[config.mk]
export PLATFORM = sky130hd
export DESIGN_NAME = ijp_ram
export DESIGN_NICKNAME = d
export VERILOG_FILES = /design/src/hdl/assert_macros.svh /design/src/hdl/ijp_ram.sv
export SDC_FILE = /design/constraint.sdc
export NUM_CORES = 1
export LEC_CHECK = 0
export BUFFER_PORTS_ARGS = -buffer_cell sky130_fd_sc_hd__buf_2
export CORE_ASPECT_RATIO = 0.5
export CORE_UTILIZATION = 40
export DETAILED_ROUTE_END_ITERATION = 8
export PLACE_DENSITY = 0.59
export SLEW_MARGIN = 40
export SYNTH_ARGS = -nofsm -noshare
export SYNTH_HDL_FRONTEND = slang
export SYNTH_SLANG_ARGS = --single-unit
[constraint.sdc]
create_clock -name clk_i -period 3.05 [get_ports clk_i]
set_clock_uncertainty 0.15 [all_clocks]
set_input_delay 0.305 -clock clk_i [delete_from_list [all_inputs] [get_ports clk_i]]
set_output_delay 0.305 -clock clk_i [all_outputs]
set_load 0.1 [all_outputs]
[src/hdl/assert_macros.svh]
// Assertion macros shared by the jitter percentile RTL.
// No dependencies; included by modules that carry assertions.
`ifndef ASSERT_MACROS_SVH
`define ASSERT_MACROS_SVH
// Check a property on a given clock, with an active-low reset that disables it.
`define IJP_ASSERT_CR(lbl, clk, rst_n, prop, msg) \
  lbl: assert property (@(posedge clk) disable iff (!rst_n) (prop)) else $error(msg);
// Check a property on the module's clk_i / rst_ni.
`define IJP_ASSERT(lbl, prop, msg) `IJP_ASSERT_CR(lbl, clk_i, rst_ni, prop, msg)
`endif

[src/hdl/ijp_ram.sv]
// Generic single-clock RAM: one write port, one read port, registered read.
// No dependencies.
module ijp_ram #(
  parameter int unsigned Width = 8,
  parameter int unsigned Depth = 16
) (
  input  logic                     clk_i,
  input  logic                     we_i,
  input  logic [$clog2(Depth)-1:0] waddr_i,
  input  logic [Width-1:0]         wdata_i,
  input  logic [$clog2(Depth)-1:0] raddr_i,
  output logic [Width-1:0]         rdata_o
);

  logic [Width-1:0] mem [Depth];
  logic [Width-1:0] rdata_q;

  always_ff @(posedge clk_i) begin
    if (we_i) begin
      mem[waddr_i] <= wdata_i;
    end
    rdata_q <= mem[raddr_i];
  end

  assign rdata_o = rdata_q;

endmodule

==> flow_summary.toml <==
[route]
vias = 2396
routed_wl_um = 10300
ant_nets = 0
dr.pass1.iters = 4
drt_iter0_drc = 195
drc_errors = 0
wl_per_cell_um = 22.7
via_per_inst = 5.28

[power]
leakage_nw = 2.01
pwr-share-clk_pct = 43.4
power_switching_uw = 941
power.internal_mw = 3.27
finalPower_mw = 4.21
irDropWorstVdd_mv = 0.468
p_sw_share_pct = 22.3
p_per_area_mw_per_mm2 = 697
p_seq_share_pct = 50.0
p_comb_share_pct = 6.7

[clock_tree]
cts.sinks = 136
cts-hold-fix-buffers = 0
clk_pin_slew_ns = 0.06
tritoncts = "yes"
clk_latency_ns = 0.41
cts_resized = 0
cts_buffers = 17
cts_setup_buffers = 0
htreeDepth = 4
root_buffer = "clkbuf_16"
cts_buffer_depth = 2

[placed_design]
hpwl_um = 6380
placed_area_mm2 = 0.00551
port-buffer-count = 25
place_congestion = 0.768

[worst_hold_path]
hold_path.class = "input pin to register"
min_delay_path_depth = 1

[critical_path]
cp-end-kind = "register"
cp_max_fo = 27
cp-endpoint = "rdata_o[2]"
r2r-start = "mem[1][2]"
timing.critical_path.buf_inv = 2
critPathTopFamily = "buffers and inverters"
critPathLaunchType = "input pin"
startpoint = "raddr_i[1]"
reg2regPathDepth = 3
worstPathRequired_ns = 3.18
slowest_delay_ns = 0.54
worstSetupPathType = "input pin to register"
r2r_end = "rdata_o[2]"
r2r_slack_ns = 1.46
path_depth = 5
cp_slowest_cell = "buf_2"
crit_chain = "buf_2 > buf_4 > mux4_1 > a22oi_1 > nand2_1"
critical_path_arrival_ns = 1.91

[floorplanning]
row_count = 28
initial_core_util_pct = 42.3
chipWidth_um = 162
pin_count = 26
coreArea_mm2 = 0.0122
die_y_um = 82.2
dieArea_mm2 = 0.0134

[global_routing]
use_met3_pct = 5.44
grt_start_max_net_pins = 28
grt_pass1_vias = 2408
antenna_found_initial = 0
grt_pass1_wl_um = 15100
met2_usage_pct = 26.2
grt-ovfl-total = 0
grt_usage_pct = 17.2
grt_use_met1_pct = 23.1
busiest_layer = "met2"

[synth]
synthSimpleGateAreaFrac_pct = 3.18
avgSynthCellArea_um2 = 22.5
yosys_warnings = 0
synth.distinct_cells = 19
synth_top_family_by_area = "multiplexers"
synth_seq_cells = 136
syn-num-nets = 247
synth_compound_area_share_pct = 2.33
yosysSeqAreaShare_pct = 77.8
synthMuxAreaShare_pct = 15.0
synthXorXnorAreaFrac_pct = 0
netlist_area_mm2 = 0.00515
synthCells = 229
synthAdderAreaFrac_pct = 0

[timing]
post-route-min-period_ns = 1.78
finalSetupViolCount = 0
fin_crit_sh_pct = 58.3
drv_slew = 0
grt_setup_unrepaired = "no"
worst_pin_slew_ns = 0.812
finalSetupTns_ns = 0
final_hold_viol_count = 0
fmax_mhz = 563
slew_headroom_pct = 45.8
whs_ns = 0.137

[final_layout]
layout_commonest_cell = "edfxtp_1"
area_growth_pct = 17.4
final_cell_mix = "edfxtp_1, buf_2, mux4_2, clkbuf_16, a22oi_1"
drive_gt1_share_pct = 32.2
design_area_mm2 = 0.00604
nets = 294
antennaDiodeCount = 0

[job]
maxCapViolCount = 0

[run_status]
status = "finished, final reports clean"
[metal layers]
layer	vias up	routed length (um)
met5	-	0
met4	0	109
met3	8	835
met2	76	4810
met1	1238	4540
li1	1074	-
[cell families (layout without fill, tap and decap cells)]
logic type / Yosys count / in the layout
buffers and inverters: 10 / 70
and+or+nand+nor: 35 / 35
AOI/OAI and AO/OA: 16 / 16
DFF: 136 / 136
muxes: 32 / 32
[layout make-up]
cell class,instances,area [um2]
fill,960,6110
sequential,136,4000
multi-input combinational,83,1070
clock buffer,17,425
timing repair buffer,38,223
tap,165,206
clock inverter,15,113
[cell usage after synthesis, drive strengths merged]
library cell,n,area [um2]
buf,7,56.3
nor2b,1,6.26
nand2b,2,12.5
or3b,1,8.76
a22oi,16,120
edfxtp,128,3840
clkdlybuf4s25,3,30.0
and2b,1,7.51
nor2,13,48.8
nand3,1,5.00
nand3b,2,15.0
nand2,9,33.8
and2,1,6.26
dfxtp,8,160
nor3,4,20.0
mux4,32,773
[per-stage QoR]
stage | util [%] | std cells | worst slack, ns
2_1_floorplan | - | 229 | 1.10
3_3_place_gp | 45.2 | 422 | 0.886
3_5_place_dp | 45.3 | 422 | 0.875
4_1_cts | 49.7 | 454 | 1.31
5_1_grt | 49.7 | 454 | 1.19
6_report | 49.7 | 454 | 1.27
[power groups by stage]
stage | sequential [mW] | combinational, mW | clock, mW
2_1_floorplan | 2.23 | 0.106 | 0
4_1_cts | 2.10 | 0.283 | 1.86
6_report | 2.10 | 0.280 | 1.83
3_3_place_gp | 2.14 | 0.276 | 0
3_5_place_dp | 2.14 | 0.282 | 0
5_1_grt | 2.11 | 0.296 | 1.94
[sequential cells by signal, indices dropped and copies added, names as in the netlist]
signal   count
mem        128
rdata_o      8
[worst min path at each step]
stage,endpoint,startpoint
finish,mem[6][5],wdata_i[5]
global placement,rdata_o[3],mem[7][3]
detailed placement,rdata_o[3],mem[7][3]
global route,mem[13][5],wdata_i[5]
CTS,mem[13][5],wdata_i[5]
floorplan,mem[0][0],wdata_i[0]
No activity file was read; power rests on OpenSTA's default activity.
