**src/hdl/assert_macros.svh**
```systemverilog
// Assertion macros shared by the jitter percentile RTL.
// No dependencies; included by modules that carry assertions.
`ifndef ASSERT_MACROS_SVH
`define ASSERT_MACROS_SVH
// Check a property on a given clock, with an active-low reset that disables it.
`define IJP_ASSERT_CR(lbl, clk, rst_n, prop, msg) \
  lbl: assert property (@(posedge clk) disable iff (!rst_n) (prop)) else $error(msg);
// Check a property on the module's clk_i / rst_ni.
`define IJP_ASSERT(lbl, prop, msg) `IJP_ASSERT_CR(lbl, clk_i, rst_ni, prop, msg)
`endif

```
**src/hdl/ijp_pkg.sv**
```systemverilog
// Types and constants of the interval jitter percentile block.
// No dependencies; used by the top level and the error unit.
package ijp_pkg;

  localparam int unsigned RingDepthDef = 256;
  localparam int unsigned MinEntries   = 20;
  localparam logic [31:0] ErrorCap     = 32'd4000000000;
  localparam logic [19:0] UsPerSecond  = 20'd1000000;
  localparam logic [26:0] SampleRateRst = 27'd1000000;
  localparam logic [31:0] WindowRst    = 32'd1000000;
  localparam logic [6:0]  PctNum       = 7'd95;
  // ceil(2^32 / 100): exact floor(x / 100) for x below 2^30
  localparam logic [25:0] Recip100     = 26'd42949673;

  localparam logic ReqSample = 1'b0;
  localparam logic ReqQuery  = 1'b1;

  localparam logic CfgSampleRate = 1'b0;
  localparam logic CfgWindow     = 1'b1;

  typedef struct packed {
    logic        req_type;
    logic [63:0] host_us;
    logic [31:0] buf_samples;
  } req_t;

  typedef struct packed {
    logic [31:0] p95_error_us;
    logic        enough_samples;
  } result_t;

endpackage

```
**src/hdl/ijp_err.sv**
```systemverilog
// Interval error unit: |interval - count*1e6/rate|, rounded and capped.
// Depends on ijp_pkg. Shift-add multiply, then restoring division.
module ijp_err (
  input  logic        clk_i,
  input  logic        rst_ni,
  input  logic        start_i,
  input  logic [63:0] actual_i,
  input  logic [31:0] count_i,
  input  logic [26:0] rate_i,
  output logic        done_o,
  output logic [31:0] err_o
);
  import ijp_pkg::*;

  typedef enum logic [3:0] {
    E_IDLE = 4'b0001,
    E_MUL  = 4'b0010,
    E_DIFF = 4'b0100,
    E_DIV  = 4'b1000
  } err_state_e;

  err_state_e  state_q, state_d;
  logic [5:0]  step_q, step_d;
  logic [90:0] act_q, act_d, prod_q, prod_d;
  logic [51:0] cnt_q, cnt_d, expd_q, expd_d;
  logic [26:0] r_q, r_d, rsh_q, rsh_d;
  logic [19:0] ksh_q, ksh_d;
  logic [92:0] rem_q, rem_d, dvs_q, dvs_d;
  logic [32:0] quo_q, quo_d;
  logic        sat_q, sat_d;
  logic        done_q, done_d;
  logic [90:0] diff;
  logic [92:0] num;

  always_comb begin
    diff = (prod_q >= {39'd0, expd_q}) ? prod_q - {39'd0, expd_q}
                                       : {39'd0, expd_q} - prod_q;
    num  = {1'b0, diff, 1'b0} + {66'd0, r_q};
  end

  always_comb begin
    state_d = state_q;
    step_d  = step_q;
    act_d   = act_q;
    prod_d  = prod_q;
    cnt_d   = cnt_q;
    expd_d  = expd_q;
    r_d     = r_q;
    rsh_d   = rsh_q;
    ksh_d   = ksh_q;
    rem_d   = rem_q;
    dvs_d   = dvs_q;
    quo_d   = quo_q;
    sat_d   = sat_q;
    done_d  = 1'b0;
    case (state_q)
      E_IDLE: begin
        if (start_i) begin
          act_d   = {27'd0, actual_i};
          r_d     = (rate_i == 27'd0) ? 27'd1 : rate_i;
          rsh_d   = (rate_i == 27'd0) ? 27'd1 : rate_i;
          cnt_d   = {20'd0, count_i};
          ksh_d   = UsPerSecond;
          prod_d  = '0;
          expd_d  = '0;
          step_d  = '0;
          state_d = E_MUL;
        end
      end
      E_MUL: begin
        if (rsh_q[0]) begin
          prod_d = prod_q + act_q;
        end
        if (ksh_q[0]) begin
          expd_d = expd_q + cnt_q;
        end
        act_d  = {act_q[89:0], 1'b0};
        cnt_d  = {cnt_q[50:0], 1'b0};
        rsh_d  = {1'b0, rsh_q[26:1]};
        ksh_d  = {1'b0, ksh_q[19:1]};
        step_d = step_q + 6'd1;
        if (step_q == 6'd26) begin
          state_d = E_DIFF;
        end
      end
      E_DIFF: begin
        rem_d   = num;
        dvs_d   = {33'd0, r_q, 1'b0, 32'd0};
        sat_d   = (num >= {32'd0, r_q, 1'b0, 33'd0});
        quo_d   = '0;
        step_d  = '0;
        state_d = E_DIV;
      end
      E_DIV: begin
        if (rem_q >= dvs_q) begin
          rem_d = rem_q - dvs_q;
          quo_d = {quo_q[31:0], 1'b1};
        end else begin
          quo_d = {quo_q[31:0], 1'b0};
        end
        dvs_d  = {1'b0, dvs_q[92:1]};
        step_d = step_q + 6'd1;
        if (step_q == 6'd32) begin
          done_d  = 1'b1;
          state_d = E_IDLE;
        end
      end
      default: state_d = E_IDLE;
    endcase
  end

  always_ff @(posedge clk_i or negedge rst_ni) begin
    if (!rst_ni) begin
      state_q <= E_IDLE;
      step_q  <= '0;
      done_q  <= 1'b0;
    end else begin
      state_q <= state_d;
      step_q  <= step_d;
      done_q  <= done_d;
    end
  end

  always_ff @(posedge clk_i) begin
    act_q  <= act_d;
    prod_q <= prod_d;
    cnt_q  <= cnt_d;
    expd_q <= expd_d;
    r_q    <= r_d;
    rsh_q  <= rsh_d;
    ksh_q  <= ksh_d;
    rem_q  <= rem_d;
    dvs_q  <= dvs_d;
    quo_q  <= quo_d;
    sat_q  <= sat_d;
  end

  assign done_o = done_q;
  assign err_o  = (sat_q || (quo_q > {1'b0, ErrorCap})) ? ErrorCap : quo_q[31:0];

endmodule
```
**config.mk**
```make
export PLATFORM = sky130hd
export DESIGN_NAME = ijp_err
export DESIGN_NICKNAME = d
export VERILOG_FILES = /design/src/hdl/assert_macros.svh /design/src/hdl/ijp_pkg.sv /design/src/hdl/ijp_err.sv
export SDC_FILE = /design/constraint.sdc
export NUM_CORES = 2
export LEC_CHECK = 0
export BUFFER_PORTS_ARGS = -buffer_cell sky130_fd_sc_hd__buf_2
export CAP_MARGIN = 40
export CORE_ASPECT_RATIO = 2
export CORE_UTILIZATION = 30
export DETAILED_ROUTE_END_ITERATION = 6
export PLACE_DENSITY_LB_ADDON = 0.25
export SYNTH_ARGS = -nofsm -noshare
export SYNTH_HDL_FRONTEND = slang
export SYNTH_SLANG_ARGS = --single-unit
```
**constraint.sdc**
```tcl
create_clock -name clk_i -period 11.5 [get_ports clk_i]
set_input_delay 1.15 -clock clk_i [delete_from_list [all_inputs] [get_ports clk_i]]
set_output_delay 1.15 -clock clk_i [all_outputs]
set_load 0.02 [all_outputs]
```
==> impl_metrics.env <==
export IMPL_dpl_worst_slack_ps=406.5
export IMPL_ant_nets=0
export IMPL_ir_drop_mv=0.1667
export IMPL_rows=199
export IMPL_routed_via_density=5.349
export IMPL_cts_buffers=58
export IMPL_crit_arrival_ps=11450
export IMPL_gp_congestion=0.9601
export IMPL_synth_edff_count=547
export IMPL_period_share_pct=94.78
export IMPL_end_kind="flop"
export IMPL_clockPowerShare_pct=11.7
export IMPL_drv_slew=0
export IMPL_grt_overflow=0
export IMPL_die_area_um2=150500
export IMPL_p_per_area_nw_per_um2=353.0
export IMPL_synthesis_area_um2=44660
export IMPL_worst_setup_path_type="flop to flop"
export IMPL_ctsRootBufferMaster="clkbuf_16"
export IMPL_timing_rr_start="expd_q[18]"
export IMPL_clkSlewWorstSetupHoldPaths_ps=70
export IMPL_seqPwrFrac_pct=22.5
export IMPL_grt_pass1_wl_mm=232.4
export IMPL_slowest_stage="or4b_2"
export IMPL_crit_required_ps=12050
export IMPL_drt_iter0_drc=2442
export IMPL_io_pins=159
export IMPL_worst_slack_ps=600.5
export IMPL_comb_power_share_pct=65.7
export IMPL_hold_violations=0
export IMPL_syn_area_per_cell_um2=8.763
export IMPL_cap_violations=0
export IMPL_grt_usage_pct=19.99
export IMPL_worst_path_max_fanout=11
export IMPL_synthCells=5097
export IMPL_grt_pass1_vias=39460
export IMPL_violations="design-rule violations"
export IMPL_slew_headroom_pct=32.97
export IMPL_rsz0062_at_grt="false"
export IMPL_power_leakage_nw=20.36
export IMPL_core_area_um2=147400
export IMPL_first_pass_iters=7
export IMPL_synth_async_reset_ratio_pct=1.971
export IMPL_tritoncts="built"
export IMPL_wire_per_inst_um=21.27
export IMPL_worstSetupStartpointType="flop"
export IMPL_cts_sinks=558
export IMPL_power_net_switching_mw=8.888
export IMPL_clk_latency_ps=700
export IMPL_die_h_um=547.7
export IMPL_cp_num_cells=41
export IMPL_antenna_found_initial=8
export IMPL_clockBufferDepth=3
export IMPL_hold_class="input pin to async pin"
export IMPL_synth_cell_types=98
export IMPL_finalSetupTns_ps=0
export IMPL_min_period_ps=10900
export IMPL_r2r_setup_slack_ps=600
export IMPL_area_growth_pct=11.73
export IMPL_worst_slew_pin_slew_ps=996.9
export IMPL_crit_top_cell="nand4_1"
export IMPL_power_internal_mw=8.728
export IMPL_regArea_um2=16700
export IMPL_r2r_cells=41
export IMPL_wirelength_mm=152.2
export IMPL_grt_max_degree=134
export IMPL_n_fill_cell=15560
export IMPL_synth_seq_area_share_pct=37.40
export IMPL_die_x_um=274.8
export IMPL_setup_viol_count_final=0
export IMPL_multi_input_area_um2=26070
export IMPL_worst_path_largest_cell_delay_ps=680
export IMPL_cp_endpoint="sat_q"
export IMPL_drive_gt1_share_pct=8.522
export IMPL_yosys_warnings=0
export IMPL_syn_num_nets=5590
export IMPL_hpwl_mm=122.2
export IMPL_swShare_pct=50.45
export IMPL_crit_start="expd_q[18]"
export IMPL_remaining_drc_errors=29
export IMPL_ys_flop_type="edfxtp_1"
export IMPL_vias=38290
export IMPL_io_buffers=158
export IMPL_fin_nets=5693
export IMPL_ys_seq_elements=558
export IMPL_cp_buffers_inverters=3
export IMPL_htree_levels=2
export IMPL_cpLargestDelayFamily="simple AND/OR/NAND/NOR gates"
export IMPL_finClkSkew_ps=36.55
export IMPL_initial_core_util_pct=30.30
export IMPL_r2r_end="sat_q"
export IMPL_fmax_mhz=91.75
export IMPL_outcome="complete, but fails checks"
## worst reg2reg max path: cells and delay by family (launching register included)
family                   cells  cell delay, ps
AO/OA/AOI/OAI               10            2940
XOR/XNOR                     2             290
adder cells (fa/ha/maj)      3            1150
buffers and inverters        3             630
flip-flops                   1             440
AND/OR/NAND/NOR             23            5330
## through the flow
| stage | cells | hold WS [ps] | utilization (%) | power (mW) | cell area, um^2 |
|---|---|---|---|---|---|
| final | 7157 | 312.2 | 33.85 | 17.62 | 49900 |
| after floorplan | 5097 | 477.3 | - | 11.77 | 44660 |
| after global routing | 7155 | 317.0 | 33.85 | 18.91 | 49900 |
| after global placement | 7038 | 485.9 | 32.40 | 15.42 | 47760 |
| after detailed placement | 7048 | 483.7 | 32.47 | 15.47 | 47860 |
| after CTS | 7153 | 275.7 | 33.82 | 17.64 | 49860 |
## cell type report
class                           count  share of cell area [%]
Multi-Input combinational cell   4031                   52.23
Tap cell                         1909                   4.787
Clock inverter                     39                   1.041
Sequential cell                   558                   33.47
Antenna cell                        3                 0.01504
Inverter                          286                   2.166
Clock buffer                       66                   2.969
Timing Repair Buffer              265                   3.317
## power groups by stage
stage | sequential, mW | clock (mW) | combinational (mW)
after global placement | 4.00 | 0 | 11.4
after detailed placement | 4.02 | 0 | 11.5
after floorplan | 3.82 | 0 | 7.94
after CTS | 3.98 | 2.14 | 11.5
after global routing | 4.05 | 2.19 | 12.7
final | 3.97 | 2.07 | 11.6
## synthesized netlist by cell type (all sizes together), types with 27 or more instances
| cell | count | share of area, % |
|---|---|---|
| a211oi | 37 | 0.65 |
| a21o | 204 | 3.4 |
| a21oi | 387 | 4.3 |
| a31oi | 37 | 0.52 |
| and2 | 146 | 2.0 |
| and3 | 41 | 0.57 |
| clkbuf | 199 | 1.7 |
| edfxtp | 547 | 37 |
| ha | 361 | 10 |
| inv | 285 | 2.4 |
| mux2i | 27 | 0.61 |
| nand2 | 700 | 5.9 |
| nand2b | 70 | 1.0 |
| nand3 | 81 | 0.93 |
| nand4 | 102 | 1.4 |
| nor2 | 443 | 3.7 |
| nor2b | 41 | 0.57 |
| nor3 | 101 | 1.2 |
| nor4 | 50 | 0.73 |
| o211ai | 27 | 0.45 |
| o21a | 59 | 0.99 |
| o21ai | 293 | 3.3 |
| o21bai | 58 | 0.97 |
| or2 | 35 | 0.49 |
| or3 | 41 | 0.58 |
| xnor2 | 210 | 4.2 |
| xor2 | 158 | 3.1 |
## routing by layer
layer | global-route usage, % | share of wire (%)
met5 | 0 | 0.014
met4 | 12.88 | 7.3
met3 | 1.808 | 3.2
met2 | 38.27 | 53
met1 | 20.29 | 36
## timing repair
action                     CTS  global route
buffers inserted             0             1
setup endpoints to repair    0             1
hold buffers                 0             0
gates resized for setup      0             4
## sequential cells by signal, indices dropped and copies added (netlist names)
| name | cells |
|---|---|
| state_q | 4 |
| act_q | 91 |
| dvs_q | 60 |
| cnt_q | 52 |
| expd_q | 52 |
| done_o | 1 |
| rem_q | 93 |
| prod_q | 91 |
| ksh_q | 20 |
| step_q | 6 |
| quo_q | 33 |
| sat_q | 1 |
| r_q | 27 |
| rsh_q | 27 |
## placed cells by master, fill, tap and decap left out, types with 32 or more instances in the layout
cell and instances:
nand4_1 102, nor3_1 97, edfxtp_1 547, or2_2 32, and2_1 146, nor2b_1 41, nand2_1 696, nand2b_1 69
ha_1 361, clkbuf_16 58, nand3_1 78, or3_1 39, a211oi_1 36, a31oi_1 36, o21a_1 59, o21bai_1 58
a21o_1 204, buf_4 94, nor4_1 46, and3_1 40, xnor2_1 208, o21ai_0 291, a21oi_1 385, inv_1 285
buf_2 163, nor2_1 443, xor2_1 158
## worst min path at each step
stage | slack (ps) | startpoint | end | cells past startpoint
after detailed placement | 480 | ksh_q[19] | ksh_q[18] | 1
after global routing | 320 | rst_ni | done_o | 1
after CTS | 280 | rst_ni | state_q[2] | 1
after global placement | 490 | ksh_q[10] | ksh_q[9] | 1
after floorplan | 480 | ksh_q[15] | ksh_q[14] | 1
final | 310 | rst_ni | done_o | 1
## cells by family after synthesis
family	after synthesis	share of synthesized area, %
buffers and inverters	508	4.421
multiplexers	31	0.7060
XOR/XNOR	368	7.250
AND/OR/NAND/NOR	1952	21.13
AO/OA/AOI/OAI	1313	18.71
adder cells (fa/ha/maj)	367	10.38
flip-flops	558	37.40
Power figures use the tool's default switching activity.
